--- src/design/ohb_pkg.sv ---
// ----------------------------------------------------------------------------
// ohb_pkg
// Shared types, constants and small helper functions of the bar resampler.
// ----------------------------------------------------------------------------
package ohb_pkg;

  // Default price width, fixed point in units of 1/10000
  localparam int PRICE_BITS_DEF = 32;

  // Time stamp fields
  typedef logic [11:0] year_t;
  typedef logic [3:0]  month_t;
  typedef logic [4:0]  day_t;
  typedef logic [4:0]  hour_t;
  typedef logic [5:0]  minute_t;

  typedef struct packed {
    year_t   year;
    month_t  month;
    day_t    day;
    hour_t   hour;
    minute_t minute;
  } stamp_t;

  // Volume of one minute and of a running bar
  localparam int VOL_IN_W = 40;
  localparam int VOL_W    = 48;
  typedef logic [VOL_IN_W-1:0] vol_in_t;
  typedef logic [VOL_W-1:0]    vol_t;

  // Width of one packed result word: stamp, four prices, volume, last flag
  function automatic int res_w(input int price_bits);
    return $bits(stamp_t) + 4 * price_bits + VOL_W + 1;
  endfunction

  // Bar interval codes
  localparam logic [2:0] MODE_PASS = 3'd2;
  localparam logic [2:0] MODE_1H   = 3'd3;
  localparam logic [2:0] MODE_2H   = 3'd4;
  localparam logic [2:0] MODE_4H   = 3'd5;
  localparam logic [2:0] MODE_DAY  = 3'd6;

  // Calendar constants and hour spans
  localparam int HOURS_PER_DAY = 24;
  localparam int DAYS_PER_WEEK = 7;
  localparam logic [4:0] SPAN_2H = 5'd2;
  localparam logic [4:0] SPAN_4H = 5'd4;

  // Configuration port
  localparam int ADDR_W = 3;
  localparam int DATA_W = 32;
  localparam logic REG_BAR_INTERVAL = 1'b0;

  // Result queue depth (power of two, at least 2)
  localparam int FIFO_DEPTH = 4;

  // Push strobes from the engine into the result queue
  typedef struct packed {
    logic push0;
    logic push1;
  } push_t;

  // (a - b) mod 24, non-negative; a, b < 32
  function automatic hour_t hour_gap(input hour_t a, input hour_t b);
    logic [6:0] x;
    x = 7'(a) + 7'(2 * HOURS_PER_DAY) - 7'(b);
    if (x >= 7'(2 * HOURS_PER_DAY + HOURS_PER_DAY)) begin
      x = x - 7'(3 * HOURS_PER_DAY);
    end else if (x >= 7'(2 * HOURS_PER_DAY)) begin
      x = x - 7'(2 * HOURS_PER_DAY);
    end else if (x >= 7'(HOURS_PER_DAY)) begin
      x = x - 7'(HOURS_PER_DAY);
    end
    return x[4:0];
  endfunction

  // (a - b) mod 7 != 0; a, b < 32
  function automatic logic week_gap_nz(input day_t a, input day_t b);
    logic [6:0] x;
    logic       hit;
    x   = 7'(a) + 7'(5 * DAYS_PER_WEEK) - 7'(b);
    hit = 1'b0;
    for (int k = 0; k < 10; k++) begin
      if (x == 7'(k * DAYS_PER_WEEK)) begin
        hit = 1'b1;
      end
    end
    return !hit;
  endfunction

endpackage

--- src/design/ohb_in_if.sv ---
// ----------------------------------------------------------------------------
// ohb_in_if
// Minute bar channel: valid/ready handshake plus one minute bar word.
// ----------------------------------------------------------------------------
interface ohb_in_if #(
  parameter int PRICE_BITS = ohb_pkg::PRICE_BITS_DEF
);
  logic                    valid;
  logic                    ready;
  ohb_pkg::year_t          in_year;
  ohb_pkg::month_t         in_month;
  ohb_pkg::day_t           in_day;
  ohb_pkg::hour_t          in_hour;
  ohb_pkg::minute_t        in_minute;
  logic [PRICE_BITS-1:0]   open_price;
  logic [PRICE_BITS-1:0]   high_price;
  logic [PRICE_BITS-1:0]   low_price;
  logic [PRICE_BITS-1:0]   close_price;
  ohb_pkg::vol_in_t        trade_volume;
  logic                    end_of_series;

  modport source (
    output valid, in_year, in_month, in_day, in_hour, in_minute,
           open_price, high_price, low_price, close_price,
           trade_volume, end_of_series,
    input  ready
  );

  modport sink (
    input  valid, in_year, in_month, in_day, in_hour, in_minute,
           open_price, high_price, low_price, close_price,
           trade_volume, end_of_series,
    output ready
  );
endinterface

--- src/design/ohb_out_if.sv ---
// ----------------------------------------------------------------------------
// ohb_out_if
// Result bar channel: valid/ready handshake plus one aggregated bar word.
// ----------------------------------------------------------------------------
interface ohb_out_if #(
  parameter int PRICE_BITS = ohb_pkg::PRICE_BITS_DEF
);
  logic                    valid;
  logic                    ready;
  ohb_pkg::year_t          bar_year;
  ohb_pkg::month_t         bar_month;
  ohb_pkg::day_t           bar_day;
  ohb_pkg::hour_t          bar_hour;
  ohb_pkg::minute_t        bar_minute;
  logic [PRICE_BITS-1:0]   bar_open;
  logic [PRICE_BITS-1:0]   bar_high;
  logic [PRICE_BITS-1:0]   bar_low;
  logic [PRICE_BITS-1:0]   bar_close;
  ohb_pkg::vol_t           bar_volume;
  logic                    last_of_run;

  modport source (
    output valid, bar_year, bar_month, bar_day, bar_hour, bar_minute,
           bar_open, bar_high, bar_low, bar_close, bar_volume, last_of_run,
    input  ready
  );

  modport sink (
    input  valid, bar_year, bar_month, bar_day, bar_hour, bar_minute,
           bar_open, bar_high, bar_low, bar_close, bar_volume, last_of_run,
    output ready
  );
endinterface

--- src/design/ohlcv_bar_resampler_top.sv ---
// ----------------------------------------------------------------------------
// ohlcv_bar_resampler_top
// Merges one-minute OHLCV bars into hourly, two-hour, four-hour or daily bars.
// ----------------------------------------------------------------------------
// The block accepts one minute bar per clock cycle while the result queue
// has room. An accepted word is held in the input register, is judged
// against the running bar by a single rank of compare, max/min and
// saturating-add logic, and its results are written into a four-word result
// queue, whose head is offered on the result channel. Intake continues each
// cycle as long as the queue has two free slots, so the sustained rate is
// one minute bar per cycle, limited only by the result side taking one word
// per cycle: a minute bar that both closes a bar and ends the series (or a
// passthrough bar that closes a still open bar) produces two result words,
// which leave the queue one word at a time. bar_interval selects the rule:
// 2 passthrough, 3 one hour, 4 two hours, 5 four hours, 6 day; codes 0, 1
// and 7 act as passthrough. A bar also closes when the month or year
// changes, and end_of_series flushes it.
// Write bar_interval only while the block is idle. No clearing pass is
// needed after reset.
// ----------------------------------------------------------------------------
module ohlcv_bar_resampler_top #(
  parameter int PRICE_BITS = ohb_pkg::PRICE_BITS_DEF
) (
  input  logic                        clk_i,
  input  logic                        rst_ni,
  // configuration
  input  logic                        psel,
  input  logic                        penable,
  input  logic                        pwrite,
  input  logic [ohb_pkg::ADDR_W-1:0]  paddr,
  input  logic [ohb_pkg::DATA_W-1:0]  pwdata,
  output logic [ohb_pkg::DATA_W-1:0]  prdata,
  output logic                        pready,
  // minute bars in, aggregated bars out
  ohb_in_if.sink                      in_i,
  ohb_out_if.source                   out_o
);

  localparam int RES_W = ohb_pkg::res_w(PRICE_BITS);

  typedef logic [PRICE_BITS-1:0] price_t;

  // same layout as the engine's result word
  typedef struct packed {
    ohb_pkg::stamp_t stamp;
    price_t          px_open;
    price_t          px_high;
    price_t          px_low;
    price_t          px_close;
    ohb_pkg::vol_t   vol;
    logic            last;
  } res_t;

  logic [2:0]       mode;
  logic             room;
  ohb_pkg::push_t   push;
  logic [RES_W-1:0] res0, res1, head;
  res_t             head_res;

  ohb_cfg_regs u_cfg (
    .clk_i   (clk_i),
    .rst_ni  (rst_ni),
    .psel    (psel),
    .penable (penable),
    .pwrite  (pwrite),
    .paddr   (paddr),
    .pwdata  (pwdata),
    .prdata  (prdata),
    .pready  (pready),
    .mode_o  (mode)
  );

  ohb_engine #(
    .PRICE_BITS (PRICE_BITS)
  ) u_engine (
    .clk_i  (clk_i),
    .rst_ni (rst_ni),
    .in_i   (in_i),
    .mode_i (mode),
    .room_i (room),
    .push_o (push),
    .res0_o (res0),
    .res1_o (res1)
  );

  ohb_res_fifo #(
    .WIDTH (RES_W)
  ) u_fifo (
    .clk_i   (clk_i),
    .rst_ni  (rst_ni),
    .push_i  (push),
    .data0_i (res0),
    .data1_i (res1),
    .room_o  (room),
    .valid_o (out_o.valid),
    .ready_i (out_o.ready),
    .data_o  (head)
  );

  // unpack the queue head onto the result channel
  assign head_res          = head;
  assign out_o.bar_year    = head_res.stamp.year;
  assign out_o.bar_month   = head_res.stamp.month;
  assign out_o.bar_day     = head_res.stamp.day;
  assign out_o.bar_hour    = head_res.stamp.hour;
  assign out_o.bar_minute  = head_res.stamp.minute;
  assign out_o.bar_open    = head_res.px_open;
  assign out_o.bar_high    = head_res.px_high;
  assign out_o.bar_low     = head_res.px_low;
  assign out_o.bar_close   = head_res.px_close;
  assign out_o.bar_volume  = head_res.vol;
  assign out_o.last_of_run = head_res.last;

endmodule

--- src/design/ohb_cfg_regs.sv ---
// ----------------------------------------------------------------------------
// ohb_cfg_regs
// APB register slave holding the bar interval.
// ----------------------------------------------------------------------------
module ohb_cfg_regs (
  input  logic                        clk_i,
  input  logic                        rst_ni,
  input  logic                        psel,
  input  logic                        penable,
  input  logic                        pwrite,
  input  logic [ohb_pkg::ADDR_W-1:0]  paddr,
  input  logic [ohb_pkg::DATA_W-1:0]  pwdata,
  output logic [ohb_pkg::DATA_W-1:0]  prdata,
  output logic                        pready,
  output logic [2:0]                  mode_o
);

  logic [2:0] mode_q, mode_d;
  logic       reg_sel;
  logic       wr_en;

  assign pready  = 1'b1;
  assign reg_sel = (paddr[2] == ohb_pkg::REG_BAR_INTERVAL);
  assign wr_en   = psel && penable && pwrite && pready && reg_sel;

  assign mode_d = wr_en ? pwdata[2:0] : mode_q;

  always_ff @(posedge clk_i or negedge rst_ni) begin
    if (!rst_ni) begin
      mode_q <= ohb_pkg::MODE_PASS;
    end else begin
      mode_q <= mode_d;
    end
  end

  assign prdata = reg_sel ? {{(ohb_pkg::DATA_W - 3){1'b0}}, mode_q} : '0;
  assign mode_o = mode_q;

endmodule

--- src/design/ohb_engine.sv ---
// ----------------------------------------------------------------------------
// ohb_engine
// Input register, running bar state and the merge/split decision.
// ----------------------------------------------------------------------------
module ohb_engine #(
  parameter int PRICE_BITS = ohb_pkg::PRICE_BITS_DEF,
  localparam int RES_W = ohb_pkg::res_w(PRICE_BITS)
) (
  input  logic                 clk_i,
  input  logic                 rst_ni,
  ohb_in_if.sink               in_i,
  input  logic [2:0]           mode_i,
  input  logic                 room_i,
  output ohb_pkg::push_t       push_o,
  output logic [RES_W-1:0]     res0_o,
  output logic [RES_W-1:0]     res1_o
);

  typedef logic [PRICE_BITS-1:0] price_t;

  typedef struct packed {
    ohb_pkg::stamp_t stamp;
    price_t          px_open;
    price_t          px_high;
    price_t          px_low;
    price_t          px_close;
    ohb_pkg::vol_t   vol;
  } bar_t;

  typedef struct packed {
    bar_t bar;
    logic last;
  } res_t;

  typedef struct packed {
    ohb_pkg::stamp_t  stamp;
    price_t           px_open;
    price_t           px_high;
    price_t           px_low;
    price_t           px_close;
    ohb_pkg::vol_in_t vol;
    logic             eos;
  } item_t;

  // input register
  logic  stage_v_q, stage_v_d;
  item_t stage_q, stage_d;
  logic  accept, proc;

  // running bar
  logic  open_q, open_d;
  bar_t  run_q, run_d;

  logic  pass, rule_hit, split;
  bar_t  in_bar, merged, next_bar;
  logic  [ohb_pkg::VOL_W:0] vol_sum;
  logic  out0_v, out1_v;
  res_t  res0, res1;

  assign proc       = stage_v_q && room_i;
  assign in_i.ready = !stage_v_q || room_i;
  assign accept     = in_i.valid && in_i.ready;

  always_comb begin
    stage_d = stage_q;
    if (accept) begin
      stage_d.stamp    = '{in_i.in_year, in_i.in_month, in_i.in_day,
                           in_i.in_hour, in_i.in_minute};
      stage_d.px_open  = in_i.open_price;
      stage_d.px_high  = in_i.high_price;
      stage_d.px_low   = in_i.low_price;
      stage_d.px_close = in_i.close_price;
      stage_d.vol      = in_i.trade_volume;
      stage_d.eos      = in_i.end_of_series;
    end
  end

  assign stage_v_d = accept ? 1'b1 : (proc ? 1'b0 : stage_v_q);

  // minute bar as a bar of its own
  always_comb begin
    in_bar.stamp    = stage_q.stamp;
    in_bar.px_open  = stage_q.px_open;
    in_bar.px_high  = stage_q.px_high;
    in_bar.px_low   = stage_q.px_low;
    in_bar.px_close = stage_q.px_close;
    in_bar.vol      = ohb_pkg::VOL_W'(stage_q.vol);
  end

  // merge into the running bar, volume saturates
  assign vol_sum = {1'b0, run_q.vol} + (ohb_pkg::VOL_W + 1)'(stage_q.vol);

  always_comb begin
    merged          = run_q;
    merged.px_high  = (stage_q.px_high > run_q.px_high) ? stage_q.px_high : run_q.px_high;
    merged.px_low   = (stage_q.px_low < run_q.px_low) ? stage_q.px_low : run_q.px_low;
    merged.px_close = stage_q.px_close;
    merged.vol      = vol_sum[ohb_pkg::VOL_W] ? '1 : vol_sum[ohb_pkg::VOL_W-1:0];
  end

  // bar boundary rules, measured from the bar's first minute
  always_comb begin
    pass     = 1'b0;
    rule_hit = 1'b0;
    unique case (mode_i)
      ohb_pkg::MODE_1H: begin
        rule_hit = (stage_q.stamp.hour != run_q.stamp.hour);
      end
      ohb_pkg::MODE_2H: begin
        rule_hit = ohb_pkg::hour_gap(stage_q.stamp.hour, run_q.stamp.hour)
                   >= ohb_pkg::SPAN_2H;
      end
      ohb_pkg::MODE_4H: begin
        rule_hit = ohb_pkg::hour_gap(stage_q.stamp.hour, run_q.stamp.hour)
                   >= ohb_pkg::SPAN_4H;
      end
      ohb_pkg::MODE_DAY: begin
        rule_hit = ohb_pkg::week_gap_nz(stage_q.stamp.day, run_q.stamp.day);
      end
      default: begin
        pass = 1'b1;
      end
    endcase
  end

  assign split = !pass && open_q &&
                 (rule_hit ||
                  (stage_q.stamp.month != run_q.stamp.month) ||
                  (stage_q.stamp.year != run_q.stamp.year));

  assign next_bar = (open_q && !split) ? merged : in_bar;

  // up to two results; the second one is always the minute bar itself
  assign out0_v = pass || split || stage_q.eos;
  assign out1_v = (pass && open_q) || (split && stage_q.eos);

  always_comb begin
    if ((pass && open_q) || split) begin
      res0.bar = run_q;
    end else if (pass) begin
      res0.bar = in_bar;
    end else begin
      res0.bar = next_bar;
    end
    res0.last = !out1_v;
    res1.bar  = in_bar;
    res1.last = 1'b1;
  end

  assign res0_o       = res0;
  assign res1_o       = res1;
  assign push_o.push0 = proc && out0_v;
  assign push_o.push1 = proc && out1_v;

  always_comb begin
    open_d = open_q;
    run_d  = run_q;
    if (proc) begin
      if (pass) begin
        open_d = 1'b0;
      end else begin
        open_d = !stage_q.eos;
        run_d  = next_bar;
      end
    end
  end

  always_ff @(posedge clk_i or negedge rst_ni) begin
    if (!rst_ni) begin
      stage_v_q <= 1'b0;
      open_q    <= 1'b0;
    end else begin
      stage_v_q <= stage_v_d;
      open_q    <= open_d;
    end
  end

  always_ff @(posedge clk_i) begin
    stage_q <= stage_d;
    run_q   <= run_d;
  end

endmodule

--- src/design/ohb_res_fifo.sv ---
// ----------------------------------------------------------------------------
// ohb_res_fifo
// Small result queue: up to two pushes and one pop per cycle.
// ----------------------------------------------------------------------------
module ohb_res_fifo #(
  parameter int WIDTH = ohb_pkg::res_w(ohb_pkg::PRICE_BITS_DEF)
) (
  input  logic               clk_i,
  input  logic               rst_ni,
  input  ohb_pkg::push_t     push_i,
  input  logic [WIDTH-1:0]   data0_i,
  input  logic [WIDTH-1:0]   data1_i,
  output logic               room_o,
  output logic               valid_o,
  input  logic               ready_i,
  output logic [WIDTH-1:0]   data_o
);

  localparam int DEPTH = ohb_pkg::FIFO_DEPTH;
  localparam int PTR_W = $clog2(DEPTH);
  localparam int CNT_W = $clog2(DEPTH + 1);

  logic [WIDTH-1:0] mem_q [DEPTH];
  logic [PTR_W-1:0] wr_q, wr_d, rd_q, rd_d, wr_nxt;
  logic [CNT_W-1:0] cnt_q, cnt_d;
  logic             pop;
  logic [1:0]       n_push;

  assign pop     = valid_o && ready_i;
  assign valid_o = (cnt_q != '0);
  assign data_o  = mem_q[rd_q];
  // room for two more words
  assign room_o  = (cnt_q <= CNT_W'(DEPTH - 2));

  assign n_push = {1'b0, push_i.push0} + {1'b0, push_i.push1};
  assign wr_nxt = wr_q + PTR_W'(1);
  assign wr_d   = wr_q + PTR_W'(n_push);
  assign rd_d   = rd_q + PTR_W'(pop);
  assign cnt_d  = cnt_q + CNT_W'(n_push) - CNT_W'(pop);

  always_ff @(posedge clk_i or negedge rst_ni) begin
    if (!rst_ni) begin
      wr_q  <= '0;
      rd_q  <= '0;
      cnt_q <= '0;
    end else begin
      wr_q  <= wr_d;
      rd_q  <= rd_d;
      cnt_q <= cnt_d;
    end
  end

  // push1 only comes together with push0
  always_ff @(posedge clk_i) begin
    if (push_i.push0) begin
      mem_q[wr_q] <= data0_i;
    end
    if (push_i.push1) begin
      mem_q[wr_nxt] <= data1_i;
    end
  end

endmodule

--- src/flat_wrapper.sv ---
// flat-port wrapper written by rule: the top's interface ports become plain ports
module ohlcv_bar_resampler_top_flat 
#(
  parameter int PRICE_BITS = ohb_pkg::PRICE_BITS_DEF
)
  (clk_i, rst_ni, psel, penable, pwrite, paddr, pwdata, prdata, pready, in_i_valid, in_i_in_year, in_i_in_month, in_i_in_day, in_i_in_hour, in_i_in_minute, in_i_open_price, in_i_high_price, in_i_low_price, in_i_close_price, in_i_trade_volume, in_i_end_of_series, in_i_ready, out_o_valid, out_o_bar_year, out_o_bar_month, out_o_bar_day, out_o_bar_hour, out_o_bar_minute, out_o_bar_open, out_o_bar_high, out_o_bar_low, out_o_bar_close, out_o_bar_volume, out_o_last_of_run, out_o_ready);
  ohb_in_if #(.PRICE_BITS(PRICE_BITS)) in_i_i ();
  ohb_out_if #(.PRICE_BITS(PRICE_BITS)) out_o_i ();
  input  logic clk_i;
  input  logic rst_ni;
  input  logic psel;
  input  logic penable;
  input  logic pwrite;
  input  logic [ohb_pkg::ADDR_W-1:0] paddr;
  input  logic [ohb_pkg::DATA_W-1:0] pwdata;
  output logic [ohb_pkg::DATA_W-1:0] prdata;
  output logic pready;
  input wire logic [$bits(in_i_i.valid)-1:0] in_i_valid;
  input wire logic [$bits(in_i_i.in_year)-1:0] in_i_in_year;
  input wire logic [$bits(in_i_i.in_month)-1:0] in_i_in_month;
  input wire logic [$bits(in_i_i.in_day)-1:0] in_i_in_day;
  input wire logic [$bits(in_i_i.in_hour)-1:0] in_i_in_hour;
  input wire logic [$bits(in_i_i.in_minute)-1:0] in_i_in_minute;
  input wire logic [$bits(in_i_i.open_price)-1:0] in_i_open_price;
  input wire logic [$bits(in_i_i.high_price)-1:0] in_i_high_price;
  input wire logic [$bits(in_i_i.low_price)-1:0] in_i_low_price;
  input wire logic [$bits(in_i_i.close_price)-1:0] in_i_close_price;
  input wire logic [$bits(in_i_i.trade_volume)-1:0] in_i_trade_volume;
  input wire logic [$bits(in_i_i.end_of_series)-1:0] in_i_end_of_series;
  output wire logic [$bits(in_i_i.ready)-1:0] in_i_ready;
  output wire logic [$bits(out_o_i.valid)-1:0] out_o_valid;
  output wire logic [$bits(out_o_i.bar_year)-1:0] out_o_bar_year;
  output wire logic [$bits(out_o_i.bar_month)-1:0] out_o_bar_month;
  output wire logic [$bits(out_o_i.bar_day)-1:0] out_o_bar_day;
  output wire logic [$bits(out_o_i.bar_hour)-1:0] out_o_bar_hour;
  output wire logic [$bits(out_o_i.bar_minute)-1:0] out_o_bar_minute;
  output wire logic [$bits(out_o_i.bar_open)-1:0] out_o_bar_open;
  output wire logic [$bits(out_o_i.bar_high)-1:0] out_o_bar_high;
  output wire logic [$bits(out_o_i.bar_low)-1:0] out_o_bar_low;
  output wire logic [$bits(out_o_i.bar_close)-1:0] out_o_bar_close;
  output wire logic [$bits(out_o_i.bar_volume)-1:0] out_o_bar_volume;
  output wire logic [$bits(out_o_i.last_of_run)-1:0] out_o_last_of_run;
  input wire logic [$bits(out_o_i.ready)-1:0] out_o_ready;
  assign in_i_i.valid = in_i_valid;
  assign in_i_i.in_year = in_i_in_year;
  assign in_i_i.in_month = in_i_in_month;
  assign in_i_i.in_day = in_i_in_day;
  assign in_i_i.in_hour = in_i_in_hour;
  assign in_i_i.in_minute = in_i_in_minute;
  assign in_i_i.open_price = in_i_open_price;
  assign in_i_i.high_price = in_i_high_price;
  assign in_i_i.low_price = in_i_low_price;
  assign in_i_i.close_price = in_i_close_price;
  assign in_i_i.trade_volume = in_i_trade_volume;
  assign in_i_i.end_of_series = in_i_end_of_series;
  assign in_i_ready = in_i_i.ready;
  assign out_o_valid = out_o_i.valid;
  assign out_o_bar_year = out_o_i.bar_year;
  assign out_o_bar_month = out_o_i.bar_month;
  assign out_o_bar_day = out_o_i.bar_day;
  assign out_o_bar_hour = out_o_i.bar_hour;
  assign out_o_bar_minute = out_o_i.bar_minute;
  assign out_o_bar_open = out_o_i.bar_open;
  assign out_o_bar_high = out_o_i.bar_high;
  assign out_o_bar_low = out_o_i.bar_low;
  assign out_o_bar_close = out_o_i.bar_close;
  assign out_o_bar_volume = out_o_i.bar_volume;
  assign out_o_last_of_run = out_o_i.last_of_run;
  assign out_o_i.ready = out_o_ready;
  ohlcv_bar_resampler_top #(.PRICE_BITS(PRICE_BITS)) u_core (.clk_i(clk_i), .rst_ni(rst_ni), .psel(psel), .penable(penable), .pwrite(pwrite), .paddr(paddr), .pwdata(pwdata), .prdata(prdata), .pready(pready), .in_i(in_i_i), .out_o(out_o_i));
endmodule
--- config.mk ---
export PLATFORM = sky130hd
export DESIGN_NAME = ohlcv_bar_resampler_top_flat
export DESIGN_NICKNAME = d
export VERILOG_FILES = /design/src/design/ohb_pkg.sv /design/src/design/ohb_in_if.sv /design/src/design/ohb_out_if.sv /design/src/design/ohlcv_bar_resampler_top.sv /design/src/design/ohb_cfg_regs.sv /design/src/design/ohb_engine.sv /design/src/design/ohb_res_fifo.sv /design/src/flat_wrapper.sv
export SDC_FILE = /design/constraint.sdc
export NUM_CORES = 2
export LEC_CHECK = 0
export ABC_AREA = 1
export ABC_CLOCK_PERIOD_IN_PS = 11900
export BUFFER_PORTS_ARGS = -buffer_cell sky130_fd_sc_hd__buf_4
export CAP_MARGIN = 20
export CORE_UTILIZATION = 45
export DETAILED_ROUTE_END_ITERATION = 6
export MAX_ROUTING_LAYER = met4
export PLACE_DENSITY_LB_ADDON = 0.12
export SYNTH_ARGS = -nofsm -noshare
export SYNTH_HDL_FRONTEND = slang
export SYNTH_HIERARCHICAL = 1
export SYNTH_SLANG_ARGS = --single-unit
--- constraint.sdc ---
create_clock -name clk_i -period 11.9 [get_ports clk_i]
set_input_delay 1.785 -clock clk_i [delete_from_list [all_inputs] [get_ports clk_i]]
set_output_delay 1.785 -clock clk_i [all_outputs]
set_load 0.03 [all_outputs]
==> reports/metrics.cfg <==
[timing]
setup-tns-final_ns = 0
fin_crit_sh_pct = 68.8
hold_slack_ns = 0.500
finalMaxSlewViolations = 0
min_period_ns = 8.19
setup_viol = 0
hold_viol = 0
relSlewSlack_pct = 19.3
max_freq_mhz = 122
rsz0062_at_grt = false
worst_pin_slew_ns = 1.21
fin_skew_ns = 0.0262

[routing]
vias = 63098
viasPerCell = 5.42
drt_first_pass_iters = 7
routedWlPerCell_um = 20.9
ant_nets = 0
drc = 0
drtIter0Drc = 5898
totalWireLength_um = 243000

[global_route]
grt_max_degree = 211
grtUsageTotal_pct = 29.4
grt_pass1_vias = 60057
antenna_found_initial = 7
grt_pass1_wl_um = 365000
grt.overflow.total = 0

[floorplan]
start_util_pct = 45.5
rows = 148
dieWidth_um = 409
die_y_um = 409
die-area_um2 = 167000
io_pins = 487
core_area_um2 = 164000

[layout]
instances_no_fill = 11641
area_growth_pct = 9.42
drive_gt1_share_pct = 7.83
layout_common_cells = 3623 x nand2_1, 1297 x inv_1, 1245 x edfxtp_1, 980 x nand3_1, 491 x buf_4
nNetsFinal = 9733
layout_commonest_cell = nand2_1
nFillCells = 15382

[clock_network]
cts_sinks = 1257
htree_levels = 4
insertion_delay_ns = 0.79
clockRootBuffer = clkbuf_16
clock_path_buffers = 3
clk_pin_slew_ns = 0.06
numCtsBuffers = 147
cts_resized = 0
cts_tree = done
postCtsHoldBufs = 0
postCtsSetupBuffers = 0

[yosys]
synth_edf_count = 1245
synthArstFlopShare_pct = 0.955
synth_compound_area_share_pct = 3.34
synth-adder-area-share_pct = 2.31
ys_ff_latch = 1257
syn_avg_cell_area_um2 = 7.86
synth_seq_area_share_pct = 50.6
ys.flop_type = edfxtp_1
yosys-top-cells-area = edfxtp_1 50%, nand2_1 18%, nand3_1 6.6%, inv_1 6.6%, nand4_1 3.7%
yosys_warnings = 6
synthesis.area_um2 = 74500
yosys.area.top_type_share_pct = 50.2
synthDistinctLibCells = 43
synth_top_family_by_area = simple AND/OR/NAND/NOR gates
synth-simple-area-share_pct = 30.7
yosysTopAreaCell = edfxtp_1
post_synth_xor_area_fraction_pct = 0.412
netlist_instances = 9471
synth_mux_area_share_pct = 0

[pwr]
p_per_area_nw_per_um2 = 298
p_leak_uw = 0.0391
vdd_drop_max_v = 0.000293

[worst_setup_path]
crit_type = reg -> reg
arrival_ns = 8.83
path_max_fanout = 174
cp-end-kind = flip-flop
start_kind = flip-flop
crit_required_ns = 12.54

[placed_design]
gp_congestion = 0.917
dpl.hpwl_um = 131000
placed_cells = 11381
numPortBuffers = 425

[hold_path]
hold_class = reg -> reg

[status]
status = finished clean

[flow_run]
maxCapViolCount = 0

==> state kept, by name, summed over array words and instances, names as in the netlist, named ones only <==
name / count
u_core/u_engine/res1_o: 200
u_core/u_engine/stage_v_q: 1
u_core/u_engine/run_q: 144
u_core/u_cfg/mode_o: 3
u_core/u_engine/stage_q: 1
u_core/u_fifo/rd_q: 2
u_core/u_fifo/cnt_q: 3
u_core/u_engine/open_q: 1
u_core/u_fifo/mem_q: 836
u_core/u_fifo/wr_q: 2
==> Yosys cell counts, types with 3 or more instances <==
master and count:
ha_1 131, nor3_1 18, nand2_1 3629, o21ai_1 106
xnor2_1 11, nor2_2 3, a31oi_1 15, buf_1 32
o21ai_0 199, dfrtp_1 11, fa_1 4, nand4_1 439
o21a_1 4, a21oi_1 128, clkbuf_1 179, a22o_1 3
inv_2 9, buf_6 5, conb_1 4, o22ai_1 5
inv_1 1300, a21o_1 6, nand2_2 5, nand3_1 983
and2_1 15, nor2_1 344, edfxtp_1 1245, xor2_1 24
nor4_1 5, buf_4 262, o21bai_1 4, buf_2 326
==> metal layers <==
metal	GRT usage (%)	part of all wire (%)	vias to the layer above
met5	-	0	-
met4	9.69	3.0	0
met3	4.19	7.9	513
met2	47.6	48	2802
met1	37.7	42	29719
li1	-	-	30064
==> cells by family (layout without fill, tap and decap cells) <==
family	Yosys count	after routing
adder cells (fa/ha/maj)	135	135
XOR/XNOR	35	35
AND/OR/NAND/NOR	5448	5448
AO/OA/AOI/OAI	478	478
flip-flops	1257	1257
buffers and inverters	2114	2069
other	4	44
==> cell type report <==
| cell class | count | area [um2] | area share, % |
|---|---|---|---|
| Inverter | 1310 | 4950 | 6.07 |
| Clock buffer | 182 | 3870 | 4.75 |
| Multi-Input combinational cell | 6135 | 27700 | 34.0 |
| Tap cell | 2175 | 2720 | 3.34 |
| Antenna cell | 5 | 12.5 | 0.0154 |
| Sequential cell | 1257 | 37700 | 46.3 |
| Timing Repair Buffer | 504 | 3950 | 4.84 |
| Clock inverter | 73 | 578 | 0.709 |
==> metrics by stage <==
step	area (um2)	util [%]	worst slack [ns]	power (uW)
2_1_floorplan	74600	-	2.97	16000
3_3_place_gp	77000	47.1	3.85	19700
3_5_place_dp	77000	47.1	3.71	19900
4_1_cts	81500	49.8	3.70	24300
5_1_grt	81500	49.8	3.14	25800
6_report	81500	49.8	3.71	24200
==> power breakdown <==
part           switching [uW]  leakage (uW)  internal, uW
logic                    9000        0.0253          3260
registers                 715        0.0116          6960
clock network            1880       0.00217          2440
total                   11600        0.0391         12600
==> path summary, 6_finish.rpt <==
kind | startpoint | to | slack, ns | cells after the start
min in group asynchronous | rst_ni | u_core/u_cfg/mode_o[0]$_DFFE_PN0P_ | 0.87 | 1
hold / removal | u_core/u_cfg/mode_o[1]$_DFFE_PN1P_ | u_core/u_cfg/mode_o[1]$_DFFE_PN1P_ | 0.50 | 2
setup / recovery | u_core/u_engine/res1_o[184]$_DFFE_PP_ | u_core/u_fifo/mem_q[3][81]$_DFFE_PP_ | 3.71 | 24
setup reg to reg | u_core/u_engine/res1_o[184]$_DFFE_PP_ | u_core/u_fifo/mem_q[3][81]$_DFFE_PP_ | 3.71 | 24
hold reg to reg | u_core/u_cfg/mode_o[1]$_DFFE_PN1P_ | u_core/u_cfg/mode_o[1]$_DFFE_PN1P_ | 0.50 | 2
max in group asynchronous | rst_ni | u_core/u_cfg/mode_o[1]$_DFFE_PN1P_ | 10.76 | 1
==> critical path: stages (launching register included) <==
cell and delay (ns):
edfxtp_1 0.50, ha_1 0.36, ha_1 0.26, fa_1 0.43, xor2_1 0.41, inv_1 0.15
ha_1 0.22, nand3_1 0.08, nand3_1 0.10, nand2_1 0.07, nand3_1 0.08, nand2_1 0.08
nand2_1 0.04, nand2_1 0.06, o21ai_1 0.08, nand2_1 0.20, nand2_4 0.38, nand2_8 0.76
o21ai_1 0.35, nor2_4 0.43, buf_12 0.65, buf_4 0.85, buf_4 0.92, nand4_1 0.17
nand2_1 0.14
Note: power is estimated with default switching activity, not from simulation.
